===== src/hw/rtl/rqb_pkg.sv =====
// package for the retransmit queue: widths, codes, reset values, cell types
// no dependencies
`timescale 1ns / 1ps
package rqb_pkg;
    localparam int QueueDepthDefault = 8;
    localparam int SeqW = 32;
    localparam int LenW = 16;
    localparam int RtoW = 32;
    localparam int RetryW = 4;
    localparam int TimeW = 32;
    localparam int RtoInitW = 16;
    localparam int RtoMaxW = 20;
    localparam int CfgW = 20;
    localparam int CfgIdxW = 2;
    localparam logic [RtoInitW-1:0] RtoInitReset = 16'd1000;
    localparam logic [RtoMaxW-1:0] RtoMaxReset = 20'd60000;
    localparam logic [RetryW-1:0] MaxRetriesReset = 4'd8;

    localparam logic [CfgIdxW-1:0] CFG_RTO_INITIAL = 2'd0;
    localparam logic [CfgIdxW-1:0] CFG_RTO_MAX = 2'd1;
    localparam logic [CfgIdxW-1:0] CFG_MAX_RETRIES = 2'd2;

    typedef enum logic [1:0] {
        KIND_ADD = 2'd0,
        KIND_ACK = 2'd1,
        KIND_TICK = 2'd2,
        KIND_OPEN = 2'd3
    } kind_t;

    typedef enum logic [1:0] {
        ACT_DONE = 2'd0,
        ACT_RESEND = 2'd1,
        ACT_GIVEUP = 2'd2,
        ACT_DROP = 2'd3
    } action_t;

    typedef enum logic [1:0] {
        ST_IDLE,
        ST_WALK,
        ST_OUT
    } state_t;

    typedef struct packed {
        logic [SeqW-1:0] seq;
        logic [LenW-1:0] len;
        logic [RtoW-1:0] rto;
        logic [RetryW-1:0] retries;
        logic [TimeW-1:0] deadline;
    } entry_t;

    // per-cycle command into the cell row
    typedef struct packed {
        logic shift;   // rotate by one cell toward the head
        logic keep;    // head entry survives the rotation
        logic update;  // backoff update flag; the cell row does not read it
        logic load;    // write the add entry at the tail
    } cell_ctl_t;
endpackage


===== src/hw/rtl/retransmit_queue_backoff_top.sv =====
// retransmit queue with exponential backoff, top level
// depends on rqb_pkg, rqb_chain, rqb_cell
//
// Holds up to QUEUE_DEPTH segment descriptors in a row of cells that rotate
// one position per cycle toward cell 0, where the single compare and backoff
// unit looks at the head. Add and open go from the walk state to the output
// state. Ack and tick walk the queue one entry per cycle, then give the final word;
// a resend word still stalled when the next expired entry reaches the head
// holds the walk. The walk over the cells sets the rate. One item at a
// time; a finished result sits in the output register while stall is high.
`timescale 1ns / 1ps
module retransmit_queue_backoff_top
    import rqb_pkg::*;
#(
    parameter int QUEUE_DEPTH = QueueDepthDefault
)
(
    input  logic                clk,
    input  logic                rst_n,
    input  logic                cfg_we,
    input  logic [CfgIdxW-1:0]  cfg_index,
    input  logic [CfgW-1:0]     cfg_data,
    input  logic                in_valid,
    output logic                in_stall,
    input  logic [1:0]          kind,
    input  logic [SeqW-1:0]     segment_seq,
    input  logic [LenW-1:0]     segment_len,
    input  logic [SeqW-1:0]     ack_number,
    input  logic [TimeW-1:0]    now_ms,
    output logic                out_valid,
    input  logic                out_stall,
    output logic [1:0]          action,
    output logic [SeqW-1:0]     seg_seq,
    output logic [LenW-1:0]     seg_len,
    output logic [2:0]          slot,
    output logic [3:0]          queue_count,
    output logic                last
);
    localparam int CntW = $clog2(QUEUE_DEPTH + 1);

    logic [RtoInitW-1:0] rto_init_reg;
    logic [RtoMaxW-1:0]  rto_max_reg;
    logic [RetryW-1:0]   max_retries_reg;

    always_ff @(posedge clk or negedge rst_n)
    begin
        if (!rst_n)
        begin
            rto_init_reg <= RtoInitReset;
            rto_max_reg <= RtoMaxReset;
            max_retries_reg <= MaxRetriesReset;
        end
        else if (cfg_we)
        begin
            unique case (cfg_index)
                CFG_RTO_INITIAL: rto_init_reg <= cfg_data[RtoInitW-1:0];
                CFG_RTO_MAX:     rto_max_reg <= cfg_data;
                CFG_MAX_RETRIES: max_retries_reg <= cfg_data[RetryW-1:0];
                default: ;
            endcase
        end
    end

    state_t state_reg, state_next;
    kind_t kind_reg, kind_next;
    logic [SeqW-1:0] ack_reg, ack_next;
    logic [TimeW-1:0] now_reg, now_next;
    logic [SeqW-1:0] aseq_reg, aseq_next;
    logic [LenW-1:0] alen_reg, alen_next;
    logic [CntW-1:0] count_reg, count_next;
    logic [CntW-1:0] idx_reg, idx_next;      // entries visited in the walk
    logic [CntW-1:0] wr_reg, wr_next;        // survivors kept so far
    logic alive_reg, alive_next;
    logic stop_reg, stop_next;               // gave up: rotate the rest untouched
    logic ov_reg, ov_next;
    logic [1:0] act_reg, act_next;
    logic [SeqW-1:0] oseq_reg, oseq_next;
    logic [LenW-1:0] olen_reg, olen_next;
    logic [2:0] oslot_reg, oslot_next;
    logic [3:0] ocnt_reg, ocnt_next;
    logic olast_reg, olast_next;

    cell_ctl_t ctl;
    entry_t head, head_new, add_entry;
    logic [SeqW-1:0] end_seq;
    logic expired, can_retry;
    logic [RtoW:0] dbl;
    logic [RtoW-1:0] rto_new;
    logic in_acc, out_free;

    assign in_acc = in_valid && !in_stall;
    assign out_free = !ov_reg || !out_stall;
    assign in_stall = (state_reg != ST_IDLE) || ov_reg;

    assign end_seq = head.seq + SeqW'(head.len);
    assign expired = now_reg >= head.deadline;
    assign can_retry = head.retries < max_retries_reg;
    assign dbl = {head.rto, 1'b0};
    assign rto_new = (dbl > (RtoW + 1)'(rto_max_reg)) ? RtoW'(rto_max_reg) : dbl[RtoW-1:0];

    always_comb
    begin
        head_new = head;
        if (kind_reg == KIND_TICK && !stop_reg && alive_reg && expired && can_retry)
        begin
            head_new.rto = rto_new;
            head_new.retries = head.retries + RetryW'(1);
            head_new.deadline = now_reg + rto_new;
        end
        add_entry.seq = aseq_reg;
        add_entry.len = alen_reg;
        add_entry.rto = RtoW'(rto_init_reg);
        add_entry.retries = '0;
        add_entry.deadline = now_reg + TimeW'(rto_init_reg);
    end

    // next state
    always_comb
    begin
        state_next = state_reg;
        unique case (state_reg)
            ST_IDLE:
                if (in_acc)
                    state_next = ST_WALK;
            ST_WALK:
                if (kind_reg == KIND_ADD || kind_reg == KIND_OPEN || idx_reg == count_reg)
                    state_next = ST_OUT;
            ST_OUT:
                if (out_free)
                    state_next = ST_IDLE;
            default: state_next = ST_IDLE;
        endcase
    end

    // datapath and outputs
    always_comb
    begin
        kind_next = kind_reg;
        ack_next = ack_reg;
        now_next = now_reg;
        aseq_next = aseq_reg;
        alen_next = alen_reg;
        count_next = count_reg;
        idx_next = idx_reg;
        wr_next = wr_reg;
        alive_next = alive_reg;
        stop_next = stop_reg;
        ov_next = ov_reg && out_stall;
        act_next = act_reg;
        oseq_next = oseq_reg;
        olen_next = olen_reg;
        oslot_next = oslot_reg;
        ocnt_next = ocnt_reg;
        olast_next = olast_reg;
        ctl = '0;
        unique case (state_reg)
            ST_IDLE:
                if (in_acc)
                begin
                    kind_next = kind_t'(kind);
                    ack_next = ack_number;
                    now_next = now_ms;
                    aseq_next = segment_seq;
                    alen_next = segment_len;
                    idx_next = '0;
                    wr_next = '0;
                    stop_next = 1'b0;
                end
            ST_WALK:
                if (kind_reg == KIND_ADD)
                begin
                    if (count_reg == CntW'(QUEUE_DEPTH))
                        act_next = ACT_DROP;
                    else
                    begin
                        act_next = ACT_DONE;
                        ctl.load = 1'b1;
                        count_next = count_reg + CntW'(1);
                    end
                    oseq_next = aseq_reg;
                    olen_next = alen_reg;
                    oslot_next = (count_reg == CntW'(QUEUE_DEPTH)) ? 3'd0 : 3'(count_reg);
                end
                else if (kind_reg == KIND_OPEN)
                begin
                    count_next = '0;
                    alive_next = 1'b1;
                    act_next = ACT_DONE;
                    oseq_next = '0;
                    olen_next = '0;
                    oslot_next = '0;
                end
                else if (idx_reg != count_reg)
                begin
                    // the head rotates to the tail on every step of the walk; an output word
                    // must have drained before a resend or give-up word is produced
                    if (kind_reg == KIND_TICK && !stop_reg && alive_reg && expired
                        && ov_reg && out_stall)
                    begin
                        ctl = '0;
                    end
                    else
                    begin
                        ctl.shift = 1'b1;
                        ctl.keep = 1'b1;
                        idx_next = idx_reg + CntW'(1);
                        wr_next = count_reg - CntW'(1);
                        if (kind_reg == KIND_ACK)
                        begin
                            ctl.keep = !(ack_reg > end_seq);
                            wr_next = wr_reg + CntW'(ctl.keep);
                        end
                        if (kind_reg == KIND_TICK && !stop_reg && alive_reg && expired)
                        begin
                            ov_next = 1'b1;
                            oseq_next = head.seq;
                            olen_next = head.len;
                            oslot_next = 3'(idx_reg);
                            ocnt_next = 4'(count_reg);
                            if (can_retry)
                            begin
                                act_next = ACT_RESEND;
                                olast_next = 1'b0;
                            end
                            else
                            begin
                                act_next = ACT_GIVEUP;
                                olast_next = 1'b1;
                                alive_next = 1'b0;
                                stop_next = 1'b1;
                            end
                        end
                    end
                end
                else if (kind_reg == KIND_ACK)
                    count_next = wr_reg;
            ST_OUT:
                if (out_free)
                begin
                    if (!stop_reg)
                    begin
                        ov_next = 1'b1;
                        if (kind_reg == KIND_TICK)
                        begin
                            act_next = ACT_DONE;
                            oseq_next = '0;
                            olen_next = '0;
                            oslot_next = '0;
                        end
                        ocnt_next = 4'(count_reg);
                        olast_next = 1'b1;
                    end
                end
            default: ;
        endcase
        if (kind_reg == KIND_ACK && state_reg == ST_WALK && idx_reg == count_reg)
        begin
            act_next = ACT_DONE;
            oseq_next = '0;
            olen_next = '0;
            oslot_next = '0;
        end
    end

    // unvisited entries and kept survivors both move down one cell per step, so a
    // survivor lands just above those kept so far: count-1-idx+wr; a tick keeps all
    logic [CntW-1:0] wpos;
    assign wpos = (kind_reg == KIND_ACK) ? count_reg - idx_reg + wr_reg - CntW'(1)
                                         : count_reg - CntW'(1);

    rqb_chain #(
        .QUEUE_DEPTH (QUEUE_DEPTH)
    ) u_chain (
        .clk       (clk),
        .ctl       (ctl),
        .count     (count_reg),
        .wr_pos    (wpos),
        .head_new  (head_new),
        .add_entry (add_entry),
        .head      (head)
    );

    always_ff @(posedge clk or negedge rst_n)
    begin
        if (!rst_n)
        begin
            state_reg <= ST_IDLE;
            count_reg <= '0;
            idx_reg <= '0;
            wr_reg <= '0;
            alive_reg <= 1'b0;
            stop_reg <= 1'b0;
            ov_reg <= 1'b0;
            kind_reg <= KIND_ADD;
        end
        else
        begin
            state_reg <= state_next;
            count_reg <= count_next;
            idx_reg <= idx_next;
            wr_reg <= wr_next;
            alive_reg <= alive_next;
            stop_reg <= stop_next;
            ov_reg <= ov_next;
            kind_reg <= kind_next;
        end
    end

    always_ff @(posedge clk)
    begin
        ack_reg <= ack_next;
        now_reg <= now_next;
        aseq_reg <= aseq_next;
        alen_reg <= alen_next;
        act_reg <= act_next;
        oseq_reg <= oseq_next;
        olen_reg <= olen_next;
        oslot_reg <= oslot_next;
        ocnt_reg <= ocnt_next;
        olast_reg <= olast_next;
    end

    assign out_valid = ov_reg;
    assign action = act_reg;
    assign seg_seq = oseq_reg;
    assign seg_len = olen_reg;
    assign slot = oslot_reg;
    assign queue_count = ocnt_reg;
    assign last = olast_reg;

`ifndef NO_ASSERTIONS
    a_count_bound: assert property (@(posedge clk) disable iff (!rst_n)
        count_reg <= CntW'(QUEUE_DEPTH))
        else $error("queue count above depth");
    a_idle_no_walk: assert property (@(posedge clk) disable iff (!rst_n)
        state_reg == ST_IDLE |-> !ctl.shift && !ctl.load)
        else $error("cells moved while idle");
    a_giveup_closes: assert property (@(posedge clk) disable iff (!rst_n)
        ov_reg && act_reg == ACT_GIVEUP |-> !alive_reg)
        else $error("give-up left connection alive");
    a_stall_in: assert property (@(posedge clk) disable iff (!rst_n)
        state_reg != ST_IDLE |-> in_stall)
        else $error("input open during a walk");
`endif
endmodule


===== src/hw/rtl/rqb_cell.sv =====
// one queue cell: holds an entry, takes load_entry on a load and otherwise its neighbor's entry on a shift
// depends on rqb_pkg
`timescale 1ns / 1ps
module rqb_cell
    import rqb_pkg::*;
(
    input  logic   clk,
    input  logic   shift,
    input  logic   load,
    input  entry_t from_next,
    input  entry_t load_entry,
    output entry_t held
);
    entry_t entry_reg;
    entry_t entry_next;

    always_comb
    begin
        entry_next = entry_reg;
        if (load)
            entry_next = load_entry;
        else if (shift)
            entry_next = from_next;
    end

    always_ff @(posedge clk)
    begin
        entry_reg <= entry_next;
    end

    assign held = entry_reg;
endmodule


===== src/hw/rtl/rqb_chain.sv =====
// row of queue cells rotating toward cell 0; a kept head's entry returns at the tail
// depends on rqb_pkg, rqb_cell
`timescale 1ns / 1ps
module rqb_chain
    import rqb_pkg::*;
#(
    parameter int QUEUE_DEPTH = QueueDepthDefault,
    parameter int CntW = $clog2(QUEUE_DEPTH + 1)
)
(
    input  logic            clk,
    input  cell_ctl_t       ctl,
    input  logic [CntW-1:0] count,      // live entries
    input  logic [CntW-1:0] wr_pos,     // tail position for survivors
    input  entry_t          head_new,   // updated head entry
    input  entry_t          add_entry,
    output entry_t          head
);
    entry_t held [QUEUE_DEPTH];
    entry_t nbr [QUEUE_DEPTH];
    logic   ld [QUEUE_DEPTH];

    // a shift rotates the live entries; a kept head goes back to position wr_pos,
    // which is count-1 unless survivors compact in front of it
    genvar g;
    generate
        for (g = 0; g < QUEUE_DEPTH; g++)
        begin : g_cell
            always_comb
            begin
                if (g == QUEUE_DEPTH - 1)
                    nbr[g] = held[g];
                else
                    nbr[g] = held[g + 1];
                ld[g] = 1'b0;
                if (ctl.load && count == CntW'(g))
                    ld[g] = 1'b1;
            end
            rqb_cell u_cell (
                .clk        (clk),
                .shift      (ctl.shift),
                .load       (ld[g] || (ctl.shift && ctl.keep && wr_pos == CntW'(g))),
                .from_next  (nbr[g]),
                .load_entry (ctl.load ? add_entry : head_new),
                .held       (held[g])
            );
        end
    endgenerate

    assign head = held[0];
endmodule

===== config.mk =====
export PLATFORM = sky130hd
export DESIGN_NAME = retransmit_queue_backoff_top
export DESIGN_NICKNAME = d
export VERILOG_FILES = /design/src/hw/rtl/rqb_pkg.sv /design/src/hw/rtl/retransmit_queue_backoff_top.sv /design/src/hw/rtl/rqb_cell.sv /design/src/hw/rtl/rqb_chain.sv
export SDC_FILE = /design/constraint.sdc
export NUM_CORES = 2
export LEC_CHECK = 0
export BUFFER_PORTS_ARGS = -buffer_cell sky130_fd_sc_hd__buf_2
export CAP_MARGIN = 0
export CORE_ASPECT_RATIO = 1.25
export CORE_UTILIZATION = 40
export CTS_CLUSTER_SIZE = 28
export DETAILED_ROUTE_END_ITERATION = 8
export HOLD_SLACK_MARGIN = 0.15
export PLACE_DENSITY_LB_ADDON = 0.08
export SLEW_MARGIN = 20
export SYNTH_ARGS = -nofsm -noshare
export SYNTH_HDL_FRONTEND = slang
export SYNTH_SLANG_ARGS = --single-unit
export TNS_END_PERCENT = 10

===== constraint.sdc =====
create_clock -name clk -period 22.5 [get_ports clk]
set_input_delay 3.375 -clock clk [delete_from_list [all_inputs] [get_ports clk]]
set_output_delay 3.375 -clock clk [all_outputs]
set_load 0.02 [all_outputs]

# Word-level counts from Yosys, hierarchy flattened
# Index checks and enable logic that the tools add are counted.
# word_totals
register_bits,1157
out_inout_bits,60
wordCells,324
# op_classes
n_addsub,11
order_cmp,4
eq_ne,42
mux,132
bitwise_logic,1
reduce_logical,73
# ops
operator,count
2-to-1 mux 116 bit,15
2-to-1 mux 32 bit,9
2-to-1 mux 16 bit,8
2-to-1 mux 4 bit,26
2-to-1 mux 68 bit,1
adder 32 x 16 -> 32 bit,2
case mux 32 bit (2 select lines),1
2-to-1 mux 1 bit,38
> comparator 33 x 20 -> 1 bit,1
adder 32 bit,1
"== test 4 x 3 -> 1 bit, second input constant",8
greater-or-equal comparator 32 bit,1
> comparator 32 bit,1
case mux 16 bit (2 select lines),1
2-to-1 mux 3 bit,10
2-to-1 mux 2 bit,14
logical AND 1 bit,27
"inequality test 2 bit, second input constant",13
case mux 4 bit (2 select lines),3
nonzero test 2 bit,12
"== test 4 x 2 -> 1 bit, second input constant",4
AND reduction 8 bit,2
"adder 4 x 1 -> 4 bit, second input constant",3
logical OR 1 bit,12
other kinds (28),50

# Depth between registers and ports, before layout
# logic_depth
ltp_word,15
depth_mapped,27
depth_no_buf,27

# Modules after synthesis
# Synthesis repeated with hierarchy kept, for this count alone.
# unflattened
hier_cells,3787
area_unflattened_um2,57353.8
# modules_own_cells
module,instances,cells_each,area_per_inst_um2,seq_area_each_um2
rqb_cell,8,246,5001.0,3483.3
retransmit_queue_backoff_top,1,1671,15808.9,6068.3
rqb_chain,1,148,1536.5,0.0

# Worst setup path after synthesis
# OpenSTA, ideal clock, no wires.
# synth_path
path_type,flip-flop to flip-flop
startpoint,"register u_chain.g_cell[0].u_cell.entry_reg, in the netlist u_chain.g_cell[0].u_cell.held[69]"
endpoint,"register u_chain.g_cell[1].u_cell.entry_reg, in the netlist u_chain.g_cell[1].u_cell.held[0] (enable)"
setup_time_ns,0.496
arrival_time_ns,7.766
slack_ns,14.238
path_stages_with_launch,24
path_buffers,2
cell_sequence,edfxtp_1 -> ha_1 -> a21o_1 -> a21o_1 -> a21oi_1 -> o21ai_0 -> a22oi_1 -> a21oi_1 -> a311oi_1 -> a2bb2oi_1 -> nor2_1 -> xnor2_1 -> ha_1 -> a21o_1 -> a21o_1 -> a21o_1 -> a2111o_1 -> o41ai_2 -> o21ai_1 -> nor3_2 -> a22o_1 -> buf_2 -> buf_2 -> nand2b_1
# synth_via
elab_chain_cells,13
# synth_rtl
element,line_no,rtl
from (decl),rqb_cell.sv:14,entry_t entry_reg;
from (signal assigned),rqb_cell.sv:28,entry_reg <= entry_next;
adder 32 x 16 -> 32 bit,retransmit_queue_backoff_top.sv:95,assign end_seq = head.seq + SeqW'(head.len);
> comparator 32 bit,retransmit_queue_backoff_top.sv:210,ctl.keep = !(ack_reg > end_seq);
zero test 1 bit,retransmit_queue_backoff_top.sv:210,
2-to-1 mux 1 bit,retransmit_queue_backoff_top.sv:208,if (kind_reg == KIND_ACK)
2-to-1 mux 2 bit,retransmit_queue_backoff_top.sv:197,if (kind_reg == KIND_TICK && !stop_reg && alive_reg && expired
2-to-1 mux 4 bit,retransmit_queue_backoff_top.sv:193,else if (idx_reg != count_reg)
2-to-1 mux 4 bit,retransmit_queue_backoff_top.sv:184,else if (kind_reg == KIND_OPEN)
2-to-1 mux 3 bit,retransmit_queue_backoff_top.sv:170,if (kind_reg == KIND_ADD)
2-to-1 mux 4 bit,retransmit_queue_backoff_top.sv:156,unique case (state_reg)
logical AND 1 bit (2 in a row),rqb_chain.sv:42,".load (ld[g] || (ctl.shift && ctl.keep && wr_pos == CntW'(g))),"
logical OR 1 bit,rqb_chain.sv:42,
nonzero test 2 bit (no line),--,
to (signal assigned),rqb_cell.sv:28,
to (decl),rqb_cell.sv:14,
# No other way between the ends.
# A chain may end at the register's enable or synchronous reset.

# Worst setup path after layout
# layout_path
startpoint,"register u_chain.g_cell[0].u_cell.entry_reg, in the netlist u_chain.g_cell[0].u_cell.held[68]"
endpoint,"register u_chain.g_cell[6].u_cell.entry_reg, in the netlist u_chain.g_cell[6].u_cell.held[62] (enable)"
# layout_via
elab_chain_cells,13
# layout_rtl
element,line_no
adder 32 x 16 -> 32 bit,retransmit_queue_backoff_top.sv:95
> comparator 32 bit,retransmit_queue_backoff_top.sv:210
zero test 1 bit,retransmit_queue_backoff_top.sv:210
2-to-1 mux 1 bit,retransmit_queue_backoff_top.sv:208
2-to-1 mux 2 bit,retransmit_queue_backoff_top.sv:197
2-to-1 mux 4 bit,retransmit_queue_backoff_top.sv:193
2-to-1 mux 4 bit,retransmit_queue_backoff_top.sv:184
2-to-1 mux 3 bit,retransmit_queue_backoff_top.sv:170
2-to-1 mux 4 bit,retransmit_queue_backoff_top.sv:156
logical AND 1 bit (2 in a row),rqb_chain.sv:42
logical OR 1 bit,rqb_chain.sv:42
nonzero test 2 bit (no line),--
to (signal assigned),rqb_cell.sv:28
to (decl),rqb_cell.sv:14
# No other way between the ends.

==> flow_summary.toml <==
[worst_setup_path]
cp_slowest_cell = "buf_4"
arrival_ns = 8.98
crit_path_max_incr_delay_ns = 0.81
worstPathRequired_ns = 22.83
path_class = "register to register"
start_kind = "register"
end_kind = "register"
crit_buf_inv = 3
crit_fanout = 64
cp.depth = 25
r2r_cells = 25
cp_top_family = "compound AO/OA/AOI/OAI gates"

[drt]
wl_met2_mm = 66.45
maxUsedRoutingLayer = "met4"
dr_wl_met3_mm = 6.448
drc = 0
wl_per_cell_um = 22.55
dr.pass1.iters = 7
vias_per_cell = 5.416
wirelength_mm = 142.5
vias = 34220
m1WireLength_mm = 66.25
final_antenna_net_count = 0
drt_first_iter_violations = 2445

[synth]
syn-mean-instance-area_um2 = 12.62
synth_edf_count = 1045
synth.distinct_cells = 87
yosysWarnings = 0
synthArstFlopShare_pct = 5.099
synth_top_flop_cell = "edfxtp_1"
syn_inst = 4329
synth_area_leaders = "edfxtp_1, mux2_2, a21oi_1"
netlist_area_um2 = 54620
synth_top_area_share_pct = 57.45
seq_area_frac_synth_pct = 62.13
postSynthRegisterBits = 1157
yosys.area.top_type = "edfxtp_1"

[global_route]
grt_pass1_wl_mm = 216.2
antenna_found_initial = 2
grt_usage_pct = 20.38
grt.overflow.total = 0
grt_max_degree = 162
first_global_vias = 33310

[placed_design]
dp_hpwl_mm = 92.28
port_buffers = 200
gp_congestion = 0.8551

[finish]
area_growth_pct = 11.63
largest_register_ffs = 928
mostFrequentLayoutCells = "edfxtp_1, a21oi_1, nor2_1"
final_common_cell = "edfxtp_1"
layout-drive-gt1-share_pct = 19.74
fin_nets = 4772

[clock_network]
htree_levels = 3
cts_buffer_depth = 3
clock_latency_ns = 0.73
cts_setup_buffers = 0
cts_tree = "yes"
numCtsBuffers = 120
clock-sinks = 1157
clkTransAtPathRegs_ns = 0.06
holdBufCountCts = 0
cts_resized = 0
cts_root_buf = "clkbuf_16"

[worst_hold_path]
whs_path_depth = 2
hold_path_class = "register to register"

[power]
leakage_nw = 21.86
ir_worst_vdd_mv = 0.08385
power_density_nw_per_um2 = 152.4

[sta]
max_freq_mhz = 115.7
slew_viol_final = 0
setup_viol = 0
tns_ns = 0
skew_ns = 0.03687
rsz0062_at_grt = "false"
period_needed_ns = 8.647
hold_viol_final = 0
holdWs_ns = 0.4678
worst_slew_pin_slew_ns = 1.110
slew_headroom_pct = 25.71
timing.final.crit_share_pct = 38.43

[run_status]
status = "completed"

[floorplanning]
start_util_pct = 40.32
dieArea_um2 = 138000
core.rowCount = 151
core-area_um2 = 135500
dieHeight_um = 415.2
io_pins = 201
die_width_um = 332.5

[job]
max-cap-violations = 0
-- routing by layer --
metal  up-vias  global-route usage, %
met4         0                  5.830
met2       795                  32.96
met5         -                      0
met1     17010                  28.63
met3       171                  2.644
li1      16250                      -
-- layout make-up --
| cell class | instances | area (µm²) |
|---|---|---|
| Inverter | 178 | 673.1 |
| Clock buffer | 142 | 3137 |
| Fill cell | 12490 | 74490 |
| Antenna cell | 1 | 2.502 |
| Clock inverter | 84 | 857.1 |
| Sequential cell | 1157 | 33940 |
| Tap cell | 1759 | 2201 |
| Multi-Input combinational cell | 2742 | 18700 |
| Timing Repair Buffer | 256 | 1469 |
-- synth_stat cells (12+ instances only) --
| cell type | count |
|---|---|
| o211ai_1 | 14 |
| xor2_1 | 45 |
| xnor2_1 | 42 |
| dfxtp_1 | 53 |
| clkbuf_1 | 99 |
| a211oi_1 | 15 |
| mux2_4 | 18 |
| and3_1 | 27 |
| a21o_1 | 59 |
| a2bb2oi_1 | 18 |
| nor2_1 | 581 |
| o21a_1 | 20 |
| nand3_1 | 32 |
| buf_6 | 35 |
| or4_1 | 52 |
| edfxtp_1 | 1045 |
| dfrtp_1 | 45 |
| nand2_1 | 108 |
| nand2b_1 | 17 |
| nor3b_1 | 47 |
| a21oi_1 | 666 |
| mux2_2 | 371 |
| ha_1 | 169 |
| o21ai_0 | 122 |
| nor3_1 | 33 |
| nor2b_1 | 12 |
| buf_4 | 49 |
| inv_1 | 178 |
| nand4_1 | 25 |
| dfstp_2 | 14 |
| buf_2 | 74 |
| a31oi_1 | 14 |
| mux2i_1 | 48 |
| o21ai_1 | 19 |
-- kinds of logic (layout without fill, tap and decap cells) --
logic type	after synthesis	after routing	synth area share, %
AO/OA/AOI/OAI	1052	1052	11.05
buffers and inverters	440	660	4.052
flip-flops	1157	1157	62.13
AND/OR/NAND/NOR	977	977	8.182
multiplexers	439	439	9.064
XOR/XNOR	87	87	1.395
other	1	12	0.006865
adder cells (fa/ha/maj)	176	176	4.128
-- power breakdown --
| part | total (mW) | internal (mW) | switching [mW] |
|---|---|---|---|
| combinational | 3.40 | 1.11 | 2.29 |
| clock | 2.05 | 1.18 | 0.870 |
| sequential | 3.84 | 3.53 | 0.312 |
| total | 9.29 | 5.82 | 3.47 |
-- metrics by stage --
step	utilization [%]	power (mW)	instances	worst slack, ns	area, µm²
2_1_floorplan	-	6.172	4339	14.24	54660
3_3_place_gp	42.04	7.267	6091	13.70	56950
3_5_place_dp	42.06	7.296	6092	13.72	56970
4_1_cts	45.01	9.399	6318	13.68	60970
5_1_grt	45.01	9.869	6318	13.30	60970
6_report	45.01	9.291	6319	13.85	60980
-- worst register-to-register path, cell delays in order (launching register included) --
cell and delay (ns):
edfxtp_1 0.41, ha_1 0.24, inv_1 0.08, fa_1 0.20, nor2b_1 0.05, o21ai_0 0.14
nand2b_1 0.12, a21o_1 0.19, a21o_1 0.21, a41oi_1 0.28, o21ai_0 0.30, o211ai_1 0.71
a21boi_0 0.24, xnor2_1 0.18, ha_1 0.30, nand3_1 0.13, nor3_1 0.08, and2_1 0.16
a2111o_1 0.42, o41ai_2 0.37, o21ai_1 0.27, nor3b_2 0.45, a22o_4 0.73, nand2b_4 0.42
buf_4 0.65, buf_4 0.87
-- worst paths after layout --
check                                                            start                                     endpoint  slack [ns]
min in group asynchronous                                        rst_n                      kind_reg[1]$_DFFE_PN0P_        2.77
min reg2reg                                    seg_seq[5]$_SDFFE_PP0P_                      seg_seq[5]$_SDFFE_PP0P_        0.47
max reg2reg                u_chain.g_cell[0].u_cell.held[68]$_DFFE_PP_  u_chain.g_cell[6].u_cell.held[62]$_DFFE_PP_       13.85
min                                            seg_seq[5]$_SDFFE_PP0P_                      seg_seq[5]$_SDFFE_PP0P_        0.47
max                        u_chain.g_cell[0].u_cell.held[68]$_DFFE_PP_  u_chain.g_cell[6].u_cell.held[62]$_DFFE_PP_       13.85
max in group asynchronous                                        rst_n               max_retries_reg[2]$_DFFE_PN0P_       19.01
(Power assumes the default switching activity.)
